$ cat config.mk
export PLATFORM = sky130hd
export DESIGN_NAME = lzd_queue
export DESIGN_NICKNAME = d
export VERILOG_FILES = /design/src/lzd_pkg.sv /design/src/lzd_queue.sv
export SDC_FILE = /design/constraint.sdc
export NUM_CORES = 1
export LEC_CHECK = 0
export BUFFER_PORTS_ARGS = -buffer_cell sky130_fd_sc_hd__buf_2
export CAP_MARGIN = 20
export CORE_MARGIN = 10
export CORE_UTILIZATION = 50
export CTS_BUF_LIST = sky130_fd_sc_hd__clkbuf_4
export CTS_CLUSTER_SIZE = 30
export DETAILED_ROUTE_END_ITERATION = 10
export PLACE_DENSITY = 0.71
export SETUP_SLACK_MARGIN = 0.4
export SYNTH_ARGS = -nofsm -noshare
export SYNTH_HDL_FRONTEND = slang
export SYNTH_SLANG_ARGS = --single-unit
export TNS_END_PERCENT = 1
$ cat constraint.sdc
create_clock -name i_clk -period 3.86 [get_ports i_clk]
set_clock_uncertainty 0.1 [all_clocks]
set_input_delay 0.579 -clock i_clk [delete_from_list [all_inputs] [get_ports i_clk]]
set_output_delay 0.579 -clock i_clk [all_outputs]
set_load 0.01 [all_outputs]
$ cat src/lzd_pkg.sv
// ----------------------------------------------------------------------------
// lzd_pkg
// Shared types and constants of the LZ77 token decompressor: parse phases,
// command beat format passed from the parser to the copy engine.
// ----------------------------------------------------------------------------
package lzd_pkg;

    localparam int WINDOW_BITS_DEF      = 16;
    localparam int BYTES_PER_RESULT_DEF = 8;

    localparam int Q_DEPTH = 4;
    localparam int Q_AW    = 2;

    localparam logic [7:0] C_ESC      = 8'h81;
    localparam logic [7:0] C_MSB      = 8'h80;
    localparam logic [7:0] C_LOW7     = 8'h7F;
    localparam logic [7:0] C_MAGIC_V1 = 8'h4D;  // 'M'
    localparam logic [7:0] C_MAGIC_V2 = 8'h6D;  // 'm'
    localparam logic [7:0] C_MAGIC_B1 = 8'h5A;  // 'Z'
    localparam logic [8:0] C_MIN_MATCH = 9'd3;

    typedef enum logic [3:0] {
        PH_MAGIC0 = 4'd0,
        PH_MAGIC1 = 4'd1,
        PH_LEN0   = 4'd2,
        PH_LEN1   = 4'd3,
        PH_LEN2   = 4'd4,
        PH_LEN3   = 4'd5,
        PH_TOKEN  = 4'd6,
        PH_ESC    = 4'd7,
        PH_MATCH1 = 4'd8,
        PH_MATCH2 = 4'd9
    } t_phase;

    typedef enum logic [1:0] {
        END_NONE = 2'd0,
        END_OK   = 2'd1,
        END_ERR  = 2'd2
    } t_end;

    typedef enum logic [1:0] {
        K_QUIET = 2'd0,
        K_LIT   = 2'd1,
        K_MATCH = 2'd2
    } t_kind;

    typedef enum logic [1:0] {
        B_IDLE = 2'd0,
        B_RD   = 2'd1,
        B_WR   = 2'd2
    } t_bstate;

    // one command per accepted input beat
    typedef struct packed {
        t_kind       kind;
        logic [7:0]  lit;
        logic [15:0] off;
        logic [8:0]  len;
        logic [31:0] exp_len;
        t_end        endc;
        logic        in_tok;
        logic        last;
        logic        last_ok;
    } t_cmd;

endpackage

$ cat src/lzd_queue.sv
// ----------------------------------------------------------------------------
// lzd_queue
// Small command queue between the parser and the copy engine.
// ----------------------------------------------------------------------------
module lzd_queue (
    input  logic          i_clk,
    input  logic          i_rst_n,
    input  logic          i_push,
    input  lzd_pkg::t_cmd i_cmd,
    input  logic          i_pop,
    output lzd_pkg::t_cmd o_cmd,
    output logic          o_full,
    output logic          o_empty
);
    import lzd_pkg::*;

    t_cmd            r_mem [Q_DEPTH];
    logic [Q_AW-1:0] r_wr;
    logic [Q_AW-1:0] r_rd;
    logic [Q_AW:0]   r_cnt;

    assign o_full  = (r_cnt == (Q_AW+1)'(Q_DEPTH));
    assign o_empty = (r_cnt == '0);
    assign o_cmd   = r_mem[r_rd];

    // store pushed beats
    always_ff @(posedge i_clk) begin
        if (i_push) r_mem[r_wr] <= i_cmd;
    end

    // advance pointers and fill count
    always_ff @(posedge i_clk) begin
        if (!i_rst_n) begin
            r_wr  <= '0;
            r_rd  <= '0;
            r_cnt <= '0;
        end else begin
            if (i_push) r_wr <= r_wr + 1'b1;
            if (i_pop) r_rd <= r_rd + 1'b1;
            if (i_push && !i_pop) r_cnt <= r_cnt + 1'b1;
            else if (!i_push && i_pop) r_cnt <= r_cnt - 1'b1;
        end
    end

endmodule

Word-level counts from Yosys, hierarchy flattened
Memories as Yosys holds them, arrays and structs flattened. A register that Yosys moved wholly into a read port is not among the register bits.
Index checks and enable logic that the tools add are counted.
{"block": "word_totals", "ff_bits": 7, "latch_bits": 0, "ramBits": 288, "mem_bits_ro": 0, "out_inout_bits": 74, "mem_count": 1}
{"block": "op_classes", "addsub": 4, "mul": 0, "n_div": 0, "order_cmp": 0, "n_eq_ne": 1, "shifts": 0, "mux": 6, "n_bitwise": 0, "reduce_logical": 6}
{"memory": "r_mem", "words": 4, "word_bits": 72, "rd": 1, "rd_ports_with_merged_regs": 1, "write_ports": 1, "line_no": "lzd_queue.sv:17", "text": "t_cmd r_mem [Q_DEPTH];"}
{"op": "2-to-1 mux 3 bit", "count": 2}
{"op": "adder 2 x 1 -> 2 bit, second input constant", "count": 2}
{"op": "2-to-1 mux 2 bit", "count": 2}
{"op": "adder 3 x 1 -> 3 bit, second input constant", "count": 1}
{"op": "equality test 3 bit, second input constant", "count": 1}
{"op": "logical NOT 3 bit", "count": 1}
{"op": "subtractor 3 x 1 -> 3 bit, second input constant", "count": 1}
{"op": "logical AND 1 bit", "count": 2}
{"op": "logical NOT 1 bit", "count": 2}
{"op": "2-to-1 mux 1 bit", "count": 2}
{"op": "nonzero test 2 bit", "count": 1}

Longest topological paths before layout
Gate-level depths: netlist of the first run.
{"block": "depth", "ltp_word": 4, "depth_mapped": 7}

Worst setup path before layout of the first run
No wires, ideal clock.
{"block": "synth_timing", "path_kind": "input to register", "start": "input i_push", "end": "memory r_mem[0][0] (netlist name) (enable)", "t_arrival_ns": 2.264, "t_required_ns": 3.322, "path_slack_ns": 1.058, "stages": 1, "path_buffers": 0, "cell_sequence": "and2_1"}
{"block": "synth_via", "elab_chain_cells": 2}
{"item": "start, declared", "line_no": "lzd_queue.sv:8", "text": "input logic i_push,"}
{"item": "2-to-1 mux 1 bit", "line_no": "lzd_queue.sv:28", "text": "if (i_push) r_mem[r_wr] <= i_cmd;"}
{"item": "2-to-1 mux 1 bit (not written as such)", "line_no": "lzd_queue.sv:28"}
{"item": "end, declared", "line_no": "lzd_queue.sv:17"}
No other way between the ends.

==> qor.yml, run 1 <==
synth-main-ff-cell: "edfxtp_1"
setup_violations: 0
antenna_found_initial: 1
reg2reg_slack_ns: 1.77
area_growth_pct: 23.9
status: "finished, final reports clean"
period_share_pct: 78.4
ant_nets: 0
p_leak_nw: 4.73
peakVddDrop_mv: 0.311
ys_warn_count: 0
grt_pass1_vias: 6109
drcViolationCount: 0
crit_required_ns: 3.18
finalHoldViolations: 0
dp_hpwl_mm: 12.3
slowest_stage: "mux4_2"
grt-ovfl-total: 0
ctsHtreeMaxLevel: 3
critPathLaunchType: "flop"
drt-initial-drc-count: 276
fillers: 1455
post_cts_buffers: 0
relSlewSlack_pct: 41.9
root_buffer: "clkbuf_4"
worst_slew_pin_slew_ns: 0.872
critical_path_buf_inv_count: 2
ctsResizeCount: 0
seq_area_frac_synth_pct: 80.9
final.setup.tns_ns: 0
gp_congestion: 0.720
crit_family: "buffers and inverters"
synthArstFlopShare_pct: 0
netlist_area_um2: 10900
grt_pass1_wl_mm: 33.4
hp-class: "in -> reg"
synthesis.nets: 501
max-cap-violations: 0
vias: 5321
p_per_area_nw_per_um2: 532
avgViaCountPerCell: 5.22
end_kind: "output pin"
floorplan.rows: 53
finalWorstPathRequiredPeriod_ns: 3.03
die_w_um: 168
final_cell_mix: "288 x edfxtp_1, 149 x buf_2, 109 x clkbuf_4, 70 x mux4_2, 55 x dlygate4sd3_1"
criticalPathCategory: "reg -> out"
drive_gt1_share_pct: 47.0
ctsHoldBuffers: 55
clk_transition_reported_paths_ns: 0.07
wirelength_mm: 20.9
avgSynthCellArea_um2: 26.0
die_area_um2: 28100
grt_max_degree: 73
clk_latency_ns: 0.64
cp_max_fo: 20
final_common_cell: "edfxtp_1"
cts_tree: "done"
initial_core_util_pct: 51.4
final_nets: 775
worstPathCellList: "buf_4, mux4_2, buf_2"
wire_per_inst_um: 20.5
clock-sinks: 297
synth-seq-cells: 297
yosysUniqueCellTypes: 22
io_pins: 150
grtUsageTotal_pct: 15.2
final_core_util_pct: 63.7
clock_path_buffers: 3
critical-path-max-stage-delay_ns: 0.57
firstDrtPassIters: 4
rsz0062_at_grt: "no"
timing.fmax_mhz: 331
worstPathArrival_ns: 2.35
postSynthCellCount: 419
core-area_um2: 21200
synth_edf_count: 288
slew_violations: 0
cts_buffers: 75
die-height_um: 168
portBuffers: 149
[report_power, final]
group          switching (W)  total, W  internal [W]
logic               0.000357  0.000712      0.000355
clock network        0.00115   0.00271       0.00156
registers          0.0000622   0.00376       0.00370
total                0.00157   0.00719       0.00561
[routing by layer]
metal	track usage [%]	vias to the layer above	part of all wire, %
li1	-	2398	-
met4	5.94	0	1.6
met5	0	-	0
met1	18.1	2721	40
met2	25.0	178	51
met3	5.15	24	6.6
[sequential cells by signal (all words and copies together) (netlist names), named ones only]
name and flops:
r_mem 288, r_cnt 3, r_rd 2, r_wr 2
[worst paths after layout]
path	cells after the start	endpoint	from
worst max-delay path	3	o_cmd[57]	flop
worst min-delay path	1	r_mem[1][31]$_DFFE_PP_	i_cmd[31]
worst max register to register	3	r_mem[3][56]$_DFFE_PP_	r_wr[0]$_SDFFE_PN0P_
worst min register to register	2	r_wr[1]$_SDFFE_PN0P_	r_wr[1]$_SDFFE_PN0P_
[cell families (layout without fill, tap and decap cells)]
kind of cell,after synthesis,count (layout),synth area share [%]
AOI/OAI and AO/OA,2,2,0.115
other,0,1,0
and+or+nand+nor,15,15,0.837
muxes,74,74,15.1
adders and majority gates,6,6,0.757
buffers and inverters,20,345,1.88
xor gates and xnor gates,5,5,0.401
DFF,297,297,80.9
[through the flow]
stage | std cells | worst slack [ns] | cell area [um2] | hold slack, ns | total power [W]
2_1_floorplan | 419 | 1.06 | 10900 | 0.372 | 0.00424
3_3_place_gp | 834 | 1.45 | 11900 | 0.383 | 0.00448
3_5_place_dp | 834 | 1.43 | 11900 | 0.459 | 0.00451
4_1_cts | 1017 | 0.692 | 13500 | 0.0000920 | 0.00729
5_1_grt | 1020 | 0.630 | 13500 | 0.0143 | 0.00754
6_report | 1020 | 0.835 | 13500 | 0.0604 | 0.00719
[cell type report]
type,count,area (um2),share of cell area [%]
multi-input combinational,102,1890,14.0
tap,275,344,2.55
clock buffer,109,818,6.05
timing repair buffer,213,1430,10.6
inverter,4,15.0,0.111
clock inverter,19,179,1.32
antenna,1,2.50,0.0185
sequential,297,8840,65.4
[synthesized netlist by cell type (all sizes together) (2+ instances only)]
cell type  instances  area [um2]
mux2i              2        20.0
mux4              72        1630
ha                 5        62.6
nor2b              2        12.5
inv                4        15.0
dfxtp              9         180
xor2               3        26.3
xnor2              2        17.5
edfxtp           288        8650
and2               9        56.3
buf               15         186
No activity file was read; power rests on OpenSTA's default activity.
==> inputs of run 2 (changes only) <==
==> constraint.sdc (replaced) <==
create_clock -name i_clk -period 3 [get_ports i_clk]
set_clock_uncertainty 0.1 [all_clocks]
set_input_delay 0.45 -clock i_clk [delete_from_list [all_inputs] [get_ports i_clk]]
set_output_delay 0.45 -clock i_clk [all_outputs]
set_load 0.01 [all_outputs]
==> qor.yml, run 2 (same netlist as run 1, synthesis figures left out) <==
status: "finished, final reports clean"  # unchanged
finalWorstPathRequiredPeriod_ns: 2.58
grtUsageTotal_pct: 15.4  # was 15.2%
firstDrtPassIters: 6  # was 4
dp_hpwl_mm: 12.6  # was 12.3 mm
portBuffers: 149  # unchanged
final.setup.tns_ns: 0  # unchanged
clock-sinks: 297  # unchanged
timing.fmax_mhz: 388
wirelength_mm: 21.8  # was 20.9 mm
clk_transition_reported_paths_ns: 0.06  # was 0.07 ns
drive_gt1_share_pct: 46.7  # was 47.0%
finalHoldViolations: 0  # unchanged
critical-path-max-stage-delay_ns: 0.54  # was 0.57 ns
ant_nets: 0  # unchanged
hp-class: "in -> reg"  # unchanged
avgViaCountPerCell: 5.20  # was 5.22
vias: 5434  # was 5,321
clock_path_buffers: 3  # unchanged
period_share_pct: 85.9
place_ws_ns: 0.681  # was 1.43 ns
cts_tree: "done"  # unchanged
largest_register_ffs: 288  # unchanged
grt_pass1_vias: 6060  # was 6,109
die_w_um: 168  # unchanged
critical_path_buf_inv_count: 3  # was 2
final_nets: 803  # was 775
p_leak_nw: 4.85  # was 4.73 nW
initial_core_util_pct: 51.4  # unchanged
antenna_found_initial: 3  # was 1
drt-initial-drc-count: 274  # was 276
fillers: 1432  # was 1,455
crit_family: "multiplexers"  # was buffers and inverters
relSlewSlack_pct: 59.2  # was 41.9%
hold_path.startpoint: "i_pop"  # was i_cmd[31]
area_growth_pct: 26.3  # was 23.9%
die_area_um2: 28100  # unchanged
final_common_cell: "edfxtp_1"  # unchanged
gp_congestion: 0.701  # was 0.720
p_total_w: 0.00908  # was 0.00719 W
core-area_um2: 21200  # unchanged
design_area_um2: 13800  # was 13,500 um2
worstPathArrival_ns: 2.03  # was 2.35 ns
drcViolationCount: 0  # unchanged
io_pins: 150  # unchanged
worst_slew_pin_slew_ns: 0.612  # was 0.872 ns
worstPathCellList: "buf_12, buf_4, mux4_2, buf_2"  # was buf_4, mux4_2, buf_2
grt_pass1_wl_mm: 33.7  # was 33.4 mm
critPathLaunchType: "flop"  # unchanged
clk_latency_ns: 0.64  # about the same
r2r_start: "r_wr[1]$_SDFFE_PN0P_"  # was r_wr[0]$_SDFFE_PN0P_
p_per_area_nw_per_um2: 659  # was 532 nW/um2
wire_per_inst_um: 20.8  # was 20.5 um
slowest_stage: "mux4_2"  # unchanged
grt-ovfl-total: 0  # unchanged
final.setup.worst_slack_ns: 0.422  # was 0.835 ns
criticalPathCategory: "reg -> out"  # unchanged
reg_top3: "r_mem x288, r_cnt x3"  # unchanged
setup_violations: 0  # unchanged
crit_required_ns: 2.45  # was 3.18 ns
regArea_um2: 8840  # unchanged
cp_max_fo: 5  # was 20
final_cell_mix: "288 x edfxtp_1, 149 x buf_2, 111 x clkbuf_4, 73 x dlygate4sd3_1, 70 x mux4_2"  # was 288 x edfxtp_1, 149 x buf_2, 109 x clkbuf_4, 70 x mux4_2, 55 x dlygate4sd3_1
die-height_um: 168  # unchanged
ctsHtreeMaxLevel: 3  # unchanged
whs_ns: 0.138  # was 0.0604 ns
grt_max_degree: 50  # was 73
largest-register: "r_mem"  # unchanged
max-cap-violations: 0  # unchanged
slew_violations: 0  # unchanged
root_buffer: "clkbuf_4"  # unchanged
floorplan.rows: 53  # unchanged
cts_buffers: 77  # was 75
end_kind: "output pin"  # unchanged
placed_area_um2: 12000  # was 11,900 um2
peakVddDrop_mv: 0.420  # was 0.311 mV
rsz0062_at_grt: "yes"  # was no
multi_input_area_um2: 1890  # unchanged
## run 2: cell types whose count changed in the layout (fill, tap and decap cells not counted), sizes merged
cell         previous run  this run
dlygate4sd3            55        73
buf                   158       166
bufinv                  4         1
clkinv                 14        11
inv                     5         8
clkbuf                109       111
diode                   1         2
## run 2: where the power goes
group          switching, W  total (W)  leakage (nW)  internal (W)
clock network       0.00147    0.00324         0.561       0.00177
registers         0.0000627    0.00483          2.72       0.00476
logic              0.000500    0.00101          1.57      0.000512
## run 2: through the flow
stage / utilization (%) / std cells
after floorplan: - / 419
after CTS: 64.9 / 1044
after global placement: 56.4 / 836
after global routing: 65.0 / 1046
final: 65.0 / 1046
after detailed placement: 56.4 / 836
## run 2: per-layer routing
layer | up-vias | share of wire (%) | GRT usage (%)
met1 | 2754 | 39 | 18.1
met2 | 196 | 52 | 25.9
li1 | 2452 | - | -
met5 | - | 0.032 | 0
met3 | 30 | 7.4 | 5.22
met4 | 2 | 1.6 | 5.64
## run 2: worst paths after layout
kind              slack (ns)  depth (start not counted)                     end
hold / removal          0.14                          3    r_rd[0]$_SDFFE_PN0P_
setup / recovery        0.42                          4               o_cmd[30]
hold reg to reg         0.45                          2   r_cnt[2]$_SDFFE_PN0P_
setup reg to reg        1.11                          4  r_mem[1][70]$_DFFE_PP_
## run 2: final cells by class
type / count / share of cell area [%]
Antenna cell: 2 / 0.0363
Clock buffer: 111 / 6.04
Clock inverter: 16 / 0.635
Inverter: 4 / 0.109
Multi-Input combinational cell: 102 / 13.7
Sequential cell: 297 / 64.1
Tap cell: 275 / 2.50
Timing Repair Buffer: 239 / 12.9
## run 2: timing repair
item / 4_1_cts / 5_1_grt
setup endpoints to repair: 66 / 63
gates resized for setup: 8 / 0
cloned: 2 / 0
setup buffers: 6 / 0
hold buffers: 73 / 0
hold endpoints to repair: 292 / 0
## run 2: worst min-delay path: stages
cell and delay [ns]:
buf_2 0.13, xor2_1 0.09, and2_1 0.15
