## src/lzd_pkg.sv

```systemverilog
// ----------------------------------------------------------------------------
// lzd_pkg
// Shared types and constants of the LZ77 token decompressor: parse phases,
// command beat format passed from the parser to the copy engine.
// ----------------------------------------------------------------------------
package lzd_pkg;

    localparam int WINDOW_BITS_DEF      = 16;
    localparam int BYTES_PER_RESULT_DEF = 8;

    localparam int Q_DEPTH = 4;
    localparam int Q_AW    = 2;

    localparam logic [7:0] C_ESC      = 8'h81;
    localparam logic [7:0] C_MSB      = 8'h80;
    localparam logic [7:0] C_LOW7     = 8'h7F;
    localparam logic [7:0] C_MAGIC_V1 = 8'h4D;  // 'M'
    localparam logic [7:0] C_MAGIC_V2 = 8'h6D;  // 'm'
    localparam logic [7:0] C_MAGIC_B1 = 8'h5A;  // 'Z'
    localparam logic [8:0] C_MIN_MATCH = 9'd3;

    typedef enum logic [3:0] {
        PH_MAGIC0 = 4'd0,
        PH_MAGIC1 = 4'd1,
        PH_LEN0   = 4'd2,
        PH_LEN1   = 4'd3,
        PH_LEN2   = 4'd4,
        PH_LEN3   = 4'd5,
        PH_TOKEN  = 4'd6,
        PH_ESC    = 4'd7,
        PH_MATCH1 = 4'd8,
        PH_MATCH2 = 4'd9
    } t_phase;

    typedef enum logic [1:0] {
        END_NONE = 2'd0,
        END_OK   = 2'd1,
        END_ERR  = 2'd2
    } t_end;

    typedef enum logic [1:0] {
        K_QUIET = 2'd0,
        K_LIT   = 2'd1,
        K_MATCH = 2'd2
    } t_kind;

    typedef enum logic [1:0] {
        B_IDLE = 2'd0,
        B_RD   = 2'd1,
        B_WR   = 2'd2
    } t_bstate;

    // one command per accepted input beat
    typedef struct packed {
        t_kind       kind;
        logic [7:0]  lit;
        logic [15:0] off;
        logic [8:0]  len;
        logic [31:0] exp_len;
        t_end        endc;
        logic        in_tok;
        logic        last;
        logic        last_ok;
    } t_cmd;

endpackage

```

## src/lzd_front.sv

```systemverilog
// ----------------------------------------------------------------------------
// lzd_front
// Stream parser: tracks header and token phase and turns each input beat
// into one command for the copy engine.
// ----------------------------------------------------------------------------
module lzd_front (
    input  logic          i_clk,
    input  logic          i_rst_n,
    input  logic          i_take,
    input  logic [7:0]    i_byte,
    input  logic          i_last,
    output lzd_pkg::t_cmd o_cmd
);
    import lzd_pkg::*;

    t_phase      r_phase, n_phase;
    logic        r_v2, n_v2;
    logic [31:0] r_exp, n_exp;
    logic [7:0]  r_first, n_first;
    logic [7:0]  r_second, n_second;

    // decode the current beat
    always_comb begin
        n_phase  = r_phase;
        n_v2     = r_v2;
        n_exp    = r_exp;
        n_first  = r_first;
        n_second = r_second;
        o_cmd.kind = K_QUIET;
        o_cmd.lit  = i_byte;
        o_cmd.off  = 16'd0;
        o_cmd.len  = 9'd0;
        o_cmd.endc = END_NONE;
        case (r_phase)
            PH_MAGIC0: begin
                if (i_byte == C_MAGIC_V1) begin
                    n_v2 = 1'b0;
                    n_phase = PH_MAGIC1;
                end else if (i_byte == C_MAGIC_V2) begin
                    n_v2 = 1'b1;
                    n_phase = PH_MAGIC1;
                end else begin
                    o_cmd.endc = END_ERR;
                end
            end
            PH_MAGIC1: begin
                if (i_byte == C_MAGIC_B1) n_phase = PH_LEN0;
                else o_cmd.endc = END_ERR;
            end
            PH_LEN0: begin
                n_exp[7:0] = i_byte;
                n_phase = PH_LEN1;
            end
            PH_LEN1: begin
                n_exp[15:8] = i_byte;
                n_phase = PH_LEN2;
            end
            PH_LEN2: begin
                n_exp[23:16] = i_byte;
                n_phase = PH_LEN3;
            end
            PH_LEN3: begin
                n_exp[31:24] = i_byte;
                n_phase = PH_TOKEN;
            end
            PH_TOKEN: begin
                if (i_byte == C_ESC) begin
                    n_phase = PH_ESC;
                end else if ((i_byte & C_MSB) != 8'd0) begin
                    n_first = i_byte;
                    n_phase = PH_MATCH1;
                end else begin
                    o_cmd.kind = K_LIT;
                end
            end
            PH_ESC: begin
                o_cmd.kind = K_LIT;
                n_phase = PH_TOKEN;
            end
            PH_MATCH1: begin
                n_second = i_byte;
                n_phase = PH_MATCH2;
            end
            PH_MATCH2: begin
                if (r_v2) begin
                    o_cmd.off = {r_first[6:0], r_second, i_byte[7]};
                    o_cmd.len = {2'b00, i_byte[6:0]} + C_MIN_MATCH;
                end else begin
                    o_cmd.off = {1'b0, r_first[6:0], r_second};
                    o_cmd.len = {1'b0, i_byte} + C_MIN_MATCH;
                end
                n_phase = PH_TOKEN;
                if (o_cmd.off == 16'd0) o_cmd.endc = END_OK;
                else o_cmd.kind = K_MATCH;
            end
            default: begin
                o_cmd.endc = END_ERR;
            end
        endcase
        o_cmd.exp_len = n_exp;
        o_cmd.in_tok  = (n_phase >= PH_TOKEN);
        o_cmd.last    = i_last;
        o_cmd.last_ok = (n_phase == PH_TOKEN);
    end

    // advance parse state; restart on the final beat of a stream
    always_ff @(posedge i_clk) begin
        if (!i_rst_n) begin
            r_phase  <= PH_MAGIC0;
            r_v2     <= 1'b0;
            r_exp    <= 32'd0;
            r_first  <= 8'd0;
            r_second <= 8'd0;
        end else if (i_take) begin
            if (i_last) begin
                r_phase  <= PH_MAGIC0;
                r_v2     <= 1'b0;
                r_exp    <= 32'd0;
                r_first  <= 8'd0;
                r_second <= 8'd0;
            end else begin
                r_phase  <= n_phase;
                r_v2     <= n_v2;
                r_exp    <= n_exp;
                r_first  <= n_first;
                r_second <= n_second;
            end
        end
    end

endmodule

```

## config.mk

```make
export PLATFORM = sky130hd
export DESIGN_NAME = lzd_front
export DESIGN_NICKNAME = d
export VERILOG_FILES = /design/src/lzd_pkg.sv /design/src/lzd_front.sv
export SDC_FILE = /design/constraint.sdc
export NUM_CORES = 1
export LEC_CHECK = 0
export BUFFER_PORTS_ARGS = -buffer_cell sky130_fd_sc_hd__buf_2
export CORE_UTILIZATION = 57
export CTS_BUF_LIST = sky130_fd_sc_hd__clkbuf_16
export DETAILED_ROUTE_END_ITERATION = 7
export HOLD_SLACK_MARGIN = 0.12
export PLACE_DENSITY = 0.95
export RECOVER_POWER = 100
export SLEW_MARGIN = 40
export SYNTH_ARGS = -nofsm -noshare
export SYNTH_HDL_FRONTEND = slang
export SYNTH_SLANG_ARGS = --single-unit
```

## constraint.sdc

```tcl
create_clock -name i_clk -period 5.5 [get_ports i_clk]
set_clock_uncertainty 0.2 [all_clocks]
set_input_delay 0.275 -clock i_clk [delete_from_list [all_inputs] [get_ports i_clk]]
set_output_delay 0.275 -clock i_clk [all_outputs]
set_load 0.03 [all_outputs]
```

* Yosys cells after proc, flatten, opt, wreduce, memory -nomap -nowiden
Index checks and enable logic that the tools add are counted.
Widths: inputs -> output; s select.
** Operators by class
- $add $sub $neg :: 2
- Multipliers :: 0
- Div/mod/pow operators :: 0
- Magnitude comparators :: 1
- Equal/unequal tests :: 15
- Shifts and indexed selects :: 0
- Multiplexer cells :: 34
- Bitwise operators :: 0
- Reduce and logical (&&, ||, !) cells :: 12
** Operators by type and width (count)
- $mux 25 :: 3
- $mux 8 :: 6
- $mux 32 :: 1
- $pmux 4 s8 :: 1
- $mux 7 :: 4
- $eq 8x7->1 const B :: 3
- $mux 4 :: 6
- $eq 4x3->1 const B :: 5
- $logic_not 16->1 :: 1
- $add 8x2->9 const B :: 1
- $add 7x2->8 const B :: 1
- $eq 4x2->1 const B :: 2
- $eq 4x4->1 const B :: 2
- $eq 8x8->1 const B :: 1
- $mux 2 :: 4
- $pmux 2 s4 :: 1
- $reduce_bool 2->1 :: 4
- $mux 1 :: 7
- $reduce_or 7->1 :: 1
- $pmux 2 s3 :: 1
- $eq 4x1->1 const B :: 1
- $ge 4x3->1 const B :: 1
- $logic_not 4->1 :: 1
- $reduce_and 4->1 :: 1
- 5 further kinds :: 5
** Word-level totals
- Bits in registers :: 52
- Bits in latches :: 0
- Memory bits (writable) :: 0
- ROM bits :: 0
- Memories kept :: 0

* Depth between registers and ports, before layout
Gate-level depths: netlist of run 1.
- Depth in word-level cells :: 6
- Mapped depth :: 8
- Mapped depth without buffers :: 7

* Worst setup path after synthesis of run 1
No wires, ideal clock.
- Path type :: input-to-output
- Start point :: input port i_byte[0]
- End point :: output port o_cmd[45] (netlist name)
- Arrival :: 2054 ps
- Setup slack :: 2971 ps
- Cell stages on the path :: 5
- Path buffers :: 1
- Path through :: clkbuf_1 > inv_1 > ha_1 > nor2_1 > nor4bb_1
** RTL lines
- start: declaration :: RTL line lzd_front.sv:10 : input logic [7:0] i_byte,
- end: declaration :: RTL line lzd_front.sv:12 : output lzd_pkg::t_cmd o_cmd

* Worst setup path after layout of run 1
- Start point :: register r_phase[1]
- End point :: register r_exp[0]
** On the way
- Word-level cells in the longest chain between the ends :: 3
** RTL lines
- start: declaration :: RTL line lzd_front.sv:16 : t_phase r_phase, n_phase;
- start signal: assignment :: RTL line lzd_front.sv:122 : r_phase <= n_phase;
- $eq 4x2->1 :: RTL line lzd_front.sv:34 : case (r_phase)
- $mux 8 :: RTL line lzd_front.sv:34
- $mux 32 :: RTL line lzd_front.sv:115 : if (i_last) begin
- end signal: assignment :: RTL line lzd_front.sv:124 : r_exp <= n_exp;
- end: declaration :: RTL line lzd_front.sv:18 : logic [31:0] r_exp, n_exp;
No other way between the ends.
A chain may end at the register's enable or synchronous reset.

==> results of run 1 <==
## synthesized netlist by cell type, types with 2 or more instances
library cell / instances
a211oi_1: 2
a21boi_0: 2
a21o_1: 2
a21oi_1: 6
a22o_1: 7
a22oi_1: 38
a31oi_1: 2
a32oi_1: 3
and2_1: 4
and3_1: 3
buf_2: 10
buf_4: 10
clkbuf_1: 24
dfxtp_1: 52
ha_1: 3
inv_1: 6
mux2_2: 32
mux2i_1: 15
nand2_1: 10
nand2b_1: 5
nand3_1: 4
nand4_1: 2
nor2_1: 36
nor2b_1: 47
nor3_1: 2
nor4_1: 6
nor4b_1: 2
o21ai_0: 8
o21ai_1: 3
or3_1: 2
xnor2_1: 3
xor2_1: 3
## worst max-delay path: stages, from the launching register on
cell	delay (ns)
dfxtp_1	0.64
nor4b_1	1.50
o21ai_0	0.73
a22oi_1	0.38
nor2b_1	0.08
## layout make-up
class / count / area [um2] / share of cell area [%]
Clock inverter: 3 / 27.5 / 0.769
Timing Repair Buffer: 84 / 334 / 9.33
Clock buffer: 5 / 125 / 3.49
Inverter: 7 / 26.3 / 0.734
Sequential cell: 52 / 1040 / 29.1
Multi-Input combinational cell: 270 / 1940 / 54.1
Tap cell: 72 / 90.1 / 2.52
## power by group through the flow
stage	registers (uW)	logic [uW]	clock network, uW
floorplan	385	53.1	0
global placement	387	65.9	0
detailed placement	387	67.6	0
CTS	379	67.8	320
global route	378	72.2	338
finish	378	67.7	322
## cells by family after synthesis
family | count (synthesis)
multiplexers | 47
AND/OR/NAND/NOR | 129
buffers and inverters | 52
adder cells (fa/ha/maj) | 3
AO/OA/AOI/OAI | 85
flip-flops | 52
XOR/XNOR | 6
## state kept, by name, summed over array words and instances, names as in the netlist
signal,count
r_second,8
r_first,7
r_exp,32
r_v2,1
r_phase,4
## stage by stage
stage	hold slack, ns	setup WS (ns)	instance area (um2)
after floorplan	0.272	2.97	3240
after global placement	0.286	2.61	3530
after detailed placement	0.305	2.39	3540
after CTS	0.193	2.06	3700
after global routing	0.236	1.46	3580
final	0.193	1.85	3580
## path summary, 6_finish.rpt
path / from / end / slack [ns] / cells past startpoint
worst max register to register: r_phase[1] / r_exp[0] / 1.85 / 4
worst min-delay path: i_take / r_phase[3] / 0.19 / 3
worst min register to register: r_exp[5] / r_exp[5] / 0.32 / 2
worst max-delay path: r_phase[1] / r_exp[0] / 1.85 / 4
## per-layer routing
| layer | vias to the layer above | wire [um] | GRT usage [%] |
|---|---|---|---|
| li1 | 1416 | - | - |
| met1 | 1400 | 3530 | 34.9 |
| met2 | 119 | 3910 | 44.7 |
| met3 | 16 | 571 | 4.71 |
| met4 | 0 | 157 | 7.74 |
| met5 | - | 0 | 0 |
==> metrics.md, run 1 <==
| Metric | Value |
|---|---|
| Outcome | `complete, but fails checks` |
| Violated checks | `capacitance limit, slew limit` |
| EDFF count, synth | `0` |
| Mapped Cells | `374` |
| Post-Layout Cell Count | `around 490` |
| Skew-Pair Late Insertion Delay | `a little under 0.3 ns` |
| Vias in the first global route | `about 2500` |
| Netlist cell types | `between 50 and 60` |
| Sequential-to-total area share from yosys stat | `32.1%` |
| Total power | `768 uW` |
| Vias/cell | `5.99` |
| Die Y | `77.4 um` |
| Worst EP arrival | `between 3 and 4 ns` |
| Starting Density | `a little under 60%` |
| Vias post-DR | `2951` |
| Site row count | `27` |
| Layout area overhead | `10.5%` |
| FFs w/ async S/R, synth | `0%` |
| Largest family of logic cells by synthesized area | `simple AND/OR/NAND/NOR gates` |
| Layout cells sized above 1 | `10.7%` |
| # port buffers | `between 80 and 90` |
| Critical Path Source Type | `flop` |
| FMAX | `roughly 0.27 GHz` |
| PwrDens | `~210 nW/um2` |
| Core box area | `~5500 um2` |
| First-pass GRT wire length | `between 10000 and 15000 um` |
| Top-level I/O count | `84` |
| Post-CTS Setup Inserts | `0` |
| Yosys warning total | `0` |
| Antenna violations before repair | `0` |
| Fill cells | `487` |
| Largest cells by area after synthesis | `dfxtp_1, mux2_2, nor2b_1` |
| Routed WL | `around 8200 um` |
| Synth area leader | `dfxtp_1` |
| Hold Crit Class | `input port to flop` |
| Post-synthesis mux area share | `roughly 16%` |
| Post-Synth Simple-Gate Area | `between 20 and 25%` |
| Sink Count | `52` |
| Power Internal | `567 uW` |
| CTS HTree Levels | `2` |
| Largest net degree at the start of global routing | `48` |
| Top FF cell, synth | `dfxtp_1` |
| Setup TNS | `0 ns` |
| Post-DRT Antenna Nets | `0` |
| First-pass iteration count of the detailed router | `5` |
| Residual DRC count | `0` |
| All-layer global routing usage | `26.6%` |
| Final Net Count | `about 440` |
| Synth Area in XOR/XNOR | `under 10%` |
| Die Width | `77.4 um` |
| Setup crit end kind | `flop` |
| Critical path fanouts, max | `18` |
| Unrepaired setup endpoints after global routing | `false` |
| Slew HR | `-24.7%` |
| Fin util | `between 60% and 70%` |
| Final setup viols | `0` |
| Psw | `201 uW` |
| Mapped Area | `3240 um2` |
| FF+latch count, synth | `52` |
| Final Hold Vio Count | `0` |
| Synth top area share | `approximately a third` |
| Pins Over Slew Limit | `20` |
| Clock slew at reported path FFs | `0.07 ns` |
| Synthesized net count | `about 400` |
| Cells after DPL | `approximately 480` |
| DRT iter0 DRCs | `between 200 and 250` |
| Overflow after GRT | `0` |
| Cts hold-fix bufs | `0` |
| Avg Inst Size Synth | `slightly below 9 um2` |
| Die area | `5990 um2` |
| Final worst-path cycle share | `approximately two thirds` |
| Per-cell routed wire length | `between 15 and 20 um` |
| Seq pwr share | `between 40% and 50%` |
| Minimum clock period | `approximately 3.6 ns` |
| Antenna diodes | `0` |
| MaxCap Viol Count | `2` |
| Leak | `approximately 0.0012 uW` |
| Crit path required time | `5.48 ns` |
| Most frequent cells in the layout | `clkbuf_1, dfxtp_1, nor2b_1` |
| Commonest non-fill, non-tap cell in the layout | `clkbuf_1` |
| Combinational group share of total power | `under 10%` |
| Worst VDD drop | `between 0.15 and 0.2 mV` |
| Synth Area in Compound Gates | `between 10% and 20%` |
| CTS tree | `yes` |
| Slew @ Worst Pin | `around 1.8 ns` |
| Root Buffer | `clkbuf_16` |
| GPL Wtd Cong | `0.897` |
| CTS Buf Count | `5` |
| Adder-cell area share of the yosys netlist | `under 10%` |
| CTS max path bufs | `2` |
| WS Path Type | `flop to flop` |
| Post-DP HPWL | `~5500 um` |
| Clock share of power | `between 40% and 50%` |
| Post-cts resize count | `0` |
| Sw frac | `between 20% and 30%` |
Power figures use the tool's default switching activity.
==> run 2, diff against run 1 <==
CORE_UTILIZATION = 48   (was 57)
PLACE_DENSITY = 0.86   (was 0.95)
clock period = 3.1 ns   (was 5.5 ns; I/O delays follow)
==> metrics.md, run 2 (synthesis results as in run 1) <==
| Metric | Value |
|---|---|
| Fin util | `57.4% (was 65.0%)` |
| Post-CTS Setup Inserts | `0 (unchanged)` |
| Seq pwr share | `50.3% (was 49.3%)` |
| Biggest register | `r_exp (unchanged)` |
| Total power | `1340 uW (was 768 uW)` |
| Violated checks | `DRC (was capacitance limit, slew limit)` |
| Largest regs | `r_exp x32, r_second x8, r_first x7 (unchanged)` |
| Unrepaired setup endpoints after global routing | `false (unchanged)` |
| CTS Buf Count | `5 (unchanged)` |
| Largest net degree at the start of global routing | `48 (unchanged)` |
| Site row count | `29 (was 27)` |
| Clock slew at reported path FFs | `0.06 ns (was 0.07 ns)` |
| Routed WL | `8280 um (was 8170 um)` |
| Worst EP arrival | `2.62 ns (was 3.63 ns)` |
| Cts hold-fix bufs | `4 (was 0)` |
| Worst reg2reg endpoint | `r_exp[6] (was r_exp[0])` |
| Skew-Pair Late Insertion Delay | `0.29 ns (about the same)` |
| Layout area overhead | `13.8% (was 10.5%)` |
| Clock share of power | `40.5% (was 41.9%)` |
| Pins Over Slew Limit | `0 (was 20)` |
| Vias/cell | `5.91 (was 5.99)` |
| CP endpoint | `o_cmd[0] (was r_exp[0])` |
| Sw frac | `25.0% (was 26.2%)` |
| Worst VDD drop | `0.231 mV (was 0.185 mV)` |
| Combinational group share of total power | `9.3% (was 8.8%)` |
| All-layer global routing usage | `24.3% (was 26.6%)` |
| Post-Layout Cell Count | `506 (was 493)` |
| MaxCap Viol Count | `0 (was 2)` |
| Die Y | `84.2 um (was 77.4 um)` |
| Final Net Count | `443 (was 435)` |
| Setup crit end kind | `primary output (was flop)` |
| Residual DRC count | `10 (was 0)` |
| Post-DRT Antenna Nets | `0 (unchanged)` |
| First-pass GRT wire length | `14000 um (was 12700 um)` |
| Crit path required time | `2.74 ns (was 5.48 ns)` |
| PwrDens | `362 nW/um2 (was 214 nW/um2)` |
| First-pass iteration count of the detailed router | `6 (was 5)` |
| Sink Count | `52 (unchanged)` |
| Critical Path Source Type | `input port (was flop)` |
| # port buffers | `83 (unchanged)` |
| Area occupied by multi-input gates | `1950 um2 (was 1940 um2)` |
| Minimum clock period | `roughly 3.0 ns` |
| Cells after DPL | `494 (was 484)` |
| Post-DP HPWL | `5680 um (was 5540 um)` |
| Final Hold Vio Count | `0 (unchanged)` |
| Launch point of the critical path | `i_byte[6] (was r_phase[1])` |
| Commonest non-fill, non-tap cell in the layout | `dfxtp_1 (was clkbuf_1)` |
| Per-cell routed wire length | `16.4 um (was 16.6 um)` |
| CTS HTree Levels | `2 (unchanged)` |
| Worst path max stage delay | `0.63 ns (was 1.50 ns)` |
| Antenna diodes | `0 (unchanged)` |
| R2R Setup Slk | `0.51 ns (was 1.85 ns)` |
| Antenna violations before repair | `0 (unchanged)` |
| Power Internal | `1000 uW (was 567 uW)` |
| Leak | `0.00135 uW (was 0.00124 uW)` |
| Final setup viols | `0 (unchanged)` |
| Max FFs per register | `32 (unchanged)` |
| Fill cells | `585 (was 487)` |
| Root Buffer | `clkbuf_16 (unchanged)` |
| Top-level I/O count | `84 (unchanged)` |
| CP top delay family | `buffers and inverters (was simple AND/OR/NAND/NOR gates)` |
| GPL Wtd Cong | `0.913 (was 0.897)` |
| Slew @ Worst Pin | `0.932 ns (was 1.84 ns)` |
| Psw | `334 uW (was 201 uW)` |
| Most frequent cells in the layout | `dfxtp_1, nor2b_1, clkbuf_1 (was clkbuf_1, dfxtp_1, nor2b_1)` |
| Vias in the first global route | `2884 (was 2547)` |
| Die Width | `84.2 um (was 77.4 um)` |
| CTS tree | `yes (unchanged)` |
| Worst-case reg-to-reg path depth | `6 (was 4)` |
| Critical path fanouts, max | `13 (was 18)` |
| Post-cts resize count | `0 (unchanged)` |
| Final worst-path cycle share | `96.1%` |
| Reg area | `1040 um2 (about the same)` |
| DRT iter0 DRCs | `173 (was 203)` |
| FMAX | `between 0.3 and 0.4 GHz` |
| Die area | `7080 um2 (was 5990 um2)` |
| Starting Density | `50.5% (was 58.9%)` |
| Layout cells sized above 1 | `18.2% (was 10.7%)` |
| Outcome | `complete, but fails checks (unchanged)` |
| Critical path's slowest cell | `or4_1 (was nor4b_1)` |
| Vias post-DR | `2990 (was 2951)` |
| Overflow after GRT | `0 (unchanged)` |
| Cells along the critical path | `dlygate4sd3_1, clkbuf_1, or4_1, o21ba_2, o32a_1, nor3_1, buf_2 (was nor4b_1, o21ai_0, a22oi_1, nor2b_1)` |
| FF-to-FF Start | `r_phase[1] (unchanged)` |
| Crit. path cell count | `7 (was 4)` |
| Setup TNS | `0 ns (unchanged)` |
| Buf/Inv on CP | `3 (was 0)` |
| WS Path Type | `input port to primary output (was flop to flop)` |
| CTS max path bufs | `2 (unchanged)` |
| Hold Crit Class | `input port to flop (unchanged)` |
| Slew HR | `37.2% (was -24.7%)` |
| Core box area | `6420 um2 (was 5510 um2)` |
-- run 2: cell types whose count changed in the layout (fill, tap and decap cells not counted), sizes merged --
cell / before / now
buf: 15 / 19
clkinvlp: 1 / 0
dlygate4sd3: 0 / 4
inv: 8 / 9
-- run 2: final cells by class --
type,count,share of cell area (%)
clock buffer,5,3.39
timing repair buffer,92,11.7
multi-input combinational,270,52.9
inverter,7,0.713
tap,77,2.61
clock inverter,3,0.475
sequential,52,28.2
-- run 2: per-layer routing --
metal | GRT usage [%] | wire (um) | vias up
li1 | - | - | 1442
met1 | 31.0 | 3620 | 1424
met2 | 40.8 | 4000 | 110
met3 | 5.41 | 528 | 14
met4 | 7.68 | 132 | 0
met5 | 0 | 0 | -
-- run 2: worst min-delay path, stage by stage --
cell      delay, ns
buf_2          0.25
nand2_1        0.09
nand2_1        0.08
a311oi_1       0.04
-- run 2: power by group through the flow --
stage	sequential (uW)	combinational (uW)	clock (uW)
after CTS	671	125	548
after detailed placement	687	121	0
after global routing	671	134	584
final	672	124	540
after global placement	687	119	0
after floorplan	684	94.3	0
-- run 2: stage by stage --
stage	area, um2	hold slack [ns]	setup WS, ns
after detailed placement	3580	0.302	0.598
after CTS	3760	0.148	0.226
after global routing	3690	0.185	0.00877
final	3690	0.172	0.122
after global placement	3580	0.286	0.683
after floorplan	3240	0.242	0.704
-- run 2: how the worst min path moves through the flow --
stage              start    endpoint  slack, ns  cells past startpoint
2_1_floorplan     i_last    o_cmd[1]       0.24                      1
3_3_place_gp   r_exp[13]   r_exp[13]       0.29                      2
3_5_place_dp   r_exp[13]   r_exp[13]       0.30                      2
4_1_cts        i_byte[7]   r_exp[15]       0.15                      3
5_1_grt           i_last  r_phase[0]       0.18                      4
6_report          i_last  r_phase[0]       0.17                      4
==> run 3, diff against run 2 <==
ABC_AREA = 1   (was not set)
PLACE_DENSITY = 0.87   (was 0.86)
==> metrics.md, run 3 <==
| Metric | Value |
|---|---|
| Max FFs per register | `32 (unchanged)` |
| FF-to-FF Start | `r_phase[1] (unchanged)` |
| CP top delay family | `buffers and inverters (unchanged)` |
| Final setup viols | `0 (unchanged)` |
| Design Area, Final | `3630 um2 (was 3690 um2)` |
| Skew-Pair Late Insertion Delay | `0.29 ns (about the same)` |
| WS Path Type | `input port to flop (was input port to primary output)` |
| Power Internal | `1080 uW (was 1000 uW)` |
| Setup crit end kind | `flop (was primary output)` |
| Critical Path Source Type | `input port (unchanged)` |
| Worst EP arrival | `2.82 ns (was 2.62 ns)` |
| Post-CTS Setup Inserts | `0 (unchanged)` |
| Overflow after GRT | `0 (unchanged)` |
| Psw | `341 uW (was 334 uW)` |
| GPL Wtd Cong | `0.889 (was 0.913)` |
| Top FF cell, synth | `dfxtp_1 (unchanged)` |
| Biggest register | `r_exp (unchanged)` |
| Synthesized net count | `509 (was 389)` |
| Pins Over Slew Limit | `0 (unchanged)` |
| Commonest non-fill, non-tap cell in the layout | `nand2_1 (was dfxtp_1)` |
| First-pass iteration count of the detailed router | `5 (was 6)` |
| Core box area | `6060 um2 (was 6420 um2)` |
| CTS max path bufs | `2 (unchanged)` |
| Unrepaired setup endpoints after global routing | `false (unchanged)` |
| CTS tree | `yes (unchanged)` |
| Seq pwr share | `47.1% (was 50.3%)` |
| Die area | `6770 um2 (was 7080 um2)` |
| Antenna violations before repair | `0 (unchanged)` |
| Antenna diodes | `0 (unchanged)` |
| Root Buffer | `clkbuf_16 (unchanged)` |
| EDFF count, synth | `0 (unchanged)` |
| Post-DP HPWL | `6170 um (was 5680 um)` |
| Setup TNS | `0 ns (unchanged)` |
| Fill cells | `602 (was 585)` |
| Worst VDD drop | `0.256 mV (was 0.231 mV)` |
| Critical path's slowest cell | `dlygate4sd3_1 (was or4_1)` |
| Synth top area share | `33.7% (was 32.1%)` |
| Sw frac | `24.1% (was 25.0%)` |
| Yosys warning total | `0 (unchanged)` |
| Final Net Count | `581 (was 443)` |
| MaxCap Viol Count | `0 (unchanged)` |
| Routed WL | `9200 um (was 8280 um)` |
| Sink Count | `52 (unchanged)` |
| Hold Path End | `r_first[3] (was r_phase[0])` |
| Worst-case reg-to-reg path depth | `7 (was 6)` |
| CTS HTree Levels | `2 (unchanged)` |
| WHS | `0.193 ns (was 0.172 ns)` |
| Die Y | `82.3 um (was 84.2 um)` |
| Largest cells by area after synthesis | `dfxtp_1, nand2_1, a21oi_1 (was dfxtp_1, mux2_2, nor2b_1)` |
| FFs w/ async S/R, synth | `0% (unchanged)` |
| Avg Inst Size Synth | `6.26 um2 (was 8.66 um2)` |
| R2R Setup Slk | `0.70 ns (was 0.51 ns)` |
| Top cells by count, synth | `nand2_1, a21oi_1, dfxtp_1 (was dfxtp_1, nor2b_1, a22oi_1)` |
| Hold Startpoint | `i_last (unchanged)` |
| # port buffers | `83 (unchanged)` |
| Cts hold-fix bufs | `13 (was 4)` |
| Worst path max stage delay | `0.60 ns (was 0.63 ns)` |
| Largest regs | `r_exp x32, r_second x8, r_first x7 (unchanged)` |
| Post-Layout Cell Count | `642 (was 506)` |
| Slew @ Worst Pin | `0.778 ns (was 0.932 ns)` |
| Crit path required time | `3.13 ns (was 2.74 ns)` |
| Clock share of power | `45.0% (was 40.5%)` |
| Cells along the critical path | `dlygate4sd3_1, buf_2, inv_1, ha_1, nand2_1, nor2_1, nand2_1, nand3_2, nand2_1, nand2_1, nand2_1, a21oi_1, dlygate4sd3_1 (was dlygate4sd3_1, clkbuf_1, or4_1, o21ba_2, o32a_1, nor3_1, buf_2)` |
| Hold Crit Class | `input port to flop (unchanged)` |
| Largest net degree at the start of global routing | `39 (was 48)` |
| Worst reg2reg endpoint | `r_first[1] (was r_exp[6])` |
| Post-DRT Antenna Nets | `0 (unchanged)` |
| Fin util | `59.9% (was 57.4%)` |
| Buf/Inv on CP | `4 (was 3)` |
| Top-level I/O count | `84 (unchanged)` |
| Post-cts resize count | `0 (unchanged)` |
| Critical path fanouts, max | `8 (was 13)` |
| Slew HR | `48.1% (was 37.2%)` |
| Layout area overhead | `17.4% (was 13.8%)` |
| Sequential-to-total area share from yosys stat | `33.7% (was 32.1%)` |
| Layout cells sized above 1 | `10.4% (was 18.2%)` |
| Vias in the first global route | `2975 (was 2884)` |
| Clock slew at reported path FFs | `0.07 ns (was 0.06 ns)` |
| Most frequent cells in the layout | `nand2_1, a21oi_1, clkbuf_1 (was dfxtp_1, nor2b_1, clkbuf_1)` |
| Most used cell, CP | `nand2_1` |
| FF+latch count, synth | `52 (unchanged)` |
| Final Hold Vio Count | `0 (unchanged)` |
| First-pass GRT wire length | `14500 um (was 14000 um)` |
| Final worst-path cycle share | `90.1% (was 96.1%)` |
| DRT iter0 DRCs | `414 (was 173)` |
| Per-cell routed wire length | `14.3 um (was 16.4 um)` |
| Cells after DPL | `621 (was 494)` |
| Minimum clock period | `2.79 ns (was 2.98 ns)` |
| FMAX | `0.358 GHz (was 0.336 GHz)` |
| PwrDens | `390 nW/um2 (was 362 nW/um2)` |
| Die Width | `82.3 um (was 84.2 um)` |
| Vias post-DR | `3562 (was 2990)` |
| Leak | `0.00140 uW (was 0.00135 uW)` |
| CTS Buf Count | `5 (unchanged)` |
| Site row count | `28 (was 29)` |
| Mapped Area | `3090 um2 (was 3240 um2)` |
| Starting Density | `51.0% (was 50.5%)` |
| Combinational group share of total power | `8.0% (was 9.3%)` |
| All-layer global routing usage | `28.0% (was 24.3%)` |
| Vias/cell | `5.55 (was 5.91)` |
| Placed cell areas | `3440 um2 (was 3580 um2)` |
| Mapped Cells | `494 (was 374)` |
| Synth area leader | `dfxtp_1 (unchanged)` |
| Count leader, synth | `nand2_1 (was dfxtp_1)` |
| Residual DRC count | `0 (was 10)` |
| Netlist cell types | `29 (was 52)` |
| Outcome | `finished, final reports clean (was complete, but fails checks)` |
| Hold Crit Depth | `6 (was 4)` |
run 3: stage by stage:
stage	total power (uW)	worst slack [ns]
after floorplan	755	1.00
after global placement	787	0.989
after detailed placement	787	0.857
after CTS	1430	0.482
after global routing	1460	0.147
final	1420	0.308
run 3: final cells by class:
class / instances / area (um2) / area share, %
Multi-Input combinational cell: 368 / 1680 / 46.3
Tap cell: 75 / 93.8 / 2.58
Inverter: 39 / 146 / 4.03
Timing Repair Buffer: 100 / 498 / 13.7
Clock inverter: 3 / 47.5 / 1.31
Sequential cell: 52 / 1040 / 28.7
Clock buffer: 5 / 125 / 3.44
run 3: worst max-delay path by stage:
stage	start	end	cells after the start
floorplan	r_phase[0]	o_cmd[60]	6
global placement	r_v2	o_cmd[71]	7
detailed placement	r_v2	o_cmd[71]	7
CTS	i_byte[1]	o_cmd[0]	13
global route	r_v2	o_cmd[71]	7
finish	i_byte[1]	r_first[1]	13
run 3: cell families (layout without fill, tap and decap cells):
family	after synthesis	count (layout)	share of synthesized area, %
AND/OR/NAND/NOR	250	250	33.7
AO/OA/AOI/OAI	115	115	20.5
buffers and inverters	74	147	10.9
flip-flops	52	52	33.7
adder cells (fa/ha/maj)	3	3	1.21
run 3: worst min-delay path: stages:
cell,delay (ns)
buf_2,0.12
nor2_1,0.06
inv_1,0.09
nor2_2,0.08
nand2_1,0.06
a21oi_1,0.06
run 3: power groups by stage:
stage	combinational, uW	sequential, uW	clock, uW
floorplan	72.3	683	0
global placement	104	683	0
detailed placement	104	683	0
CTS	114	668	644
global route	120	667	671
finish	113	668	638
run 3: routing by layer:
metal / wire length [um] / GRT usage [%] / vias to the layer above / share of wire (%)
met1: 3940 / 37.5 / 1638 / 43
met3: 690 / 4.51 / 20 / 7.5
li1: - / - / 1733 / -
met4: 145 / 11.1 / 0 / 1.6
met5: 0 / 0 / - / 0
met2: 4420 / 44.9 / 171 / 48
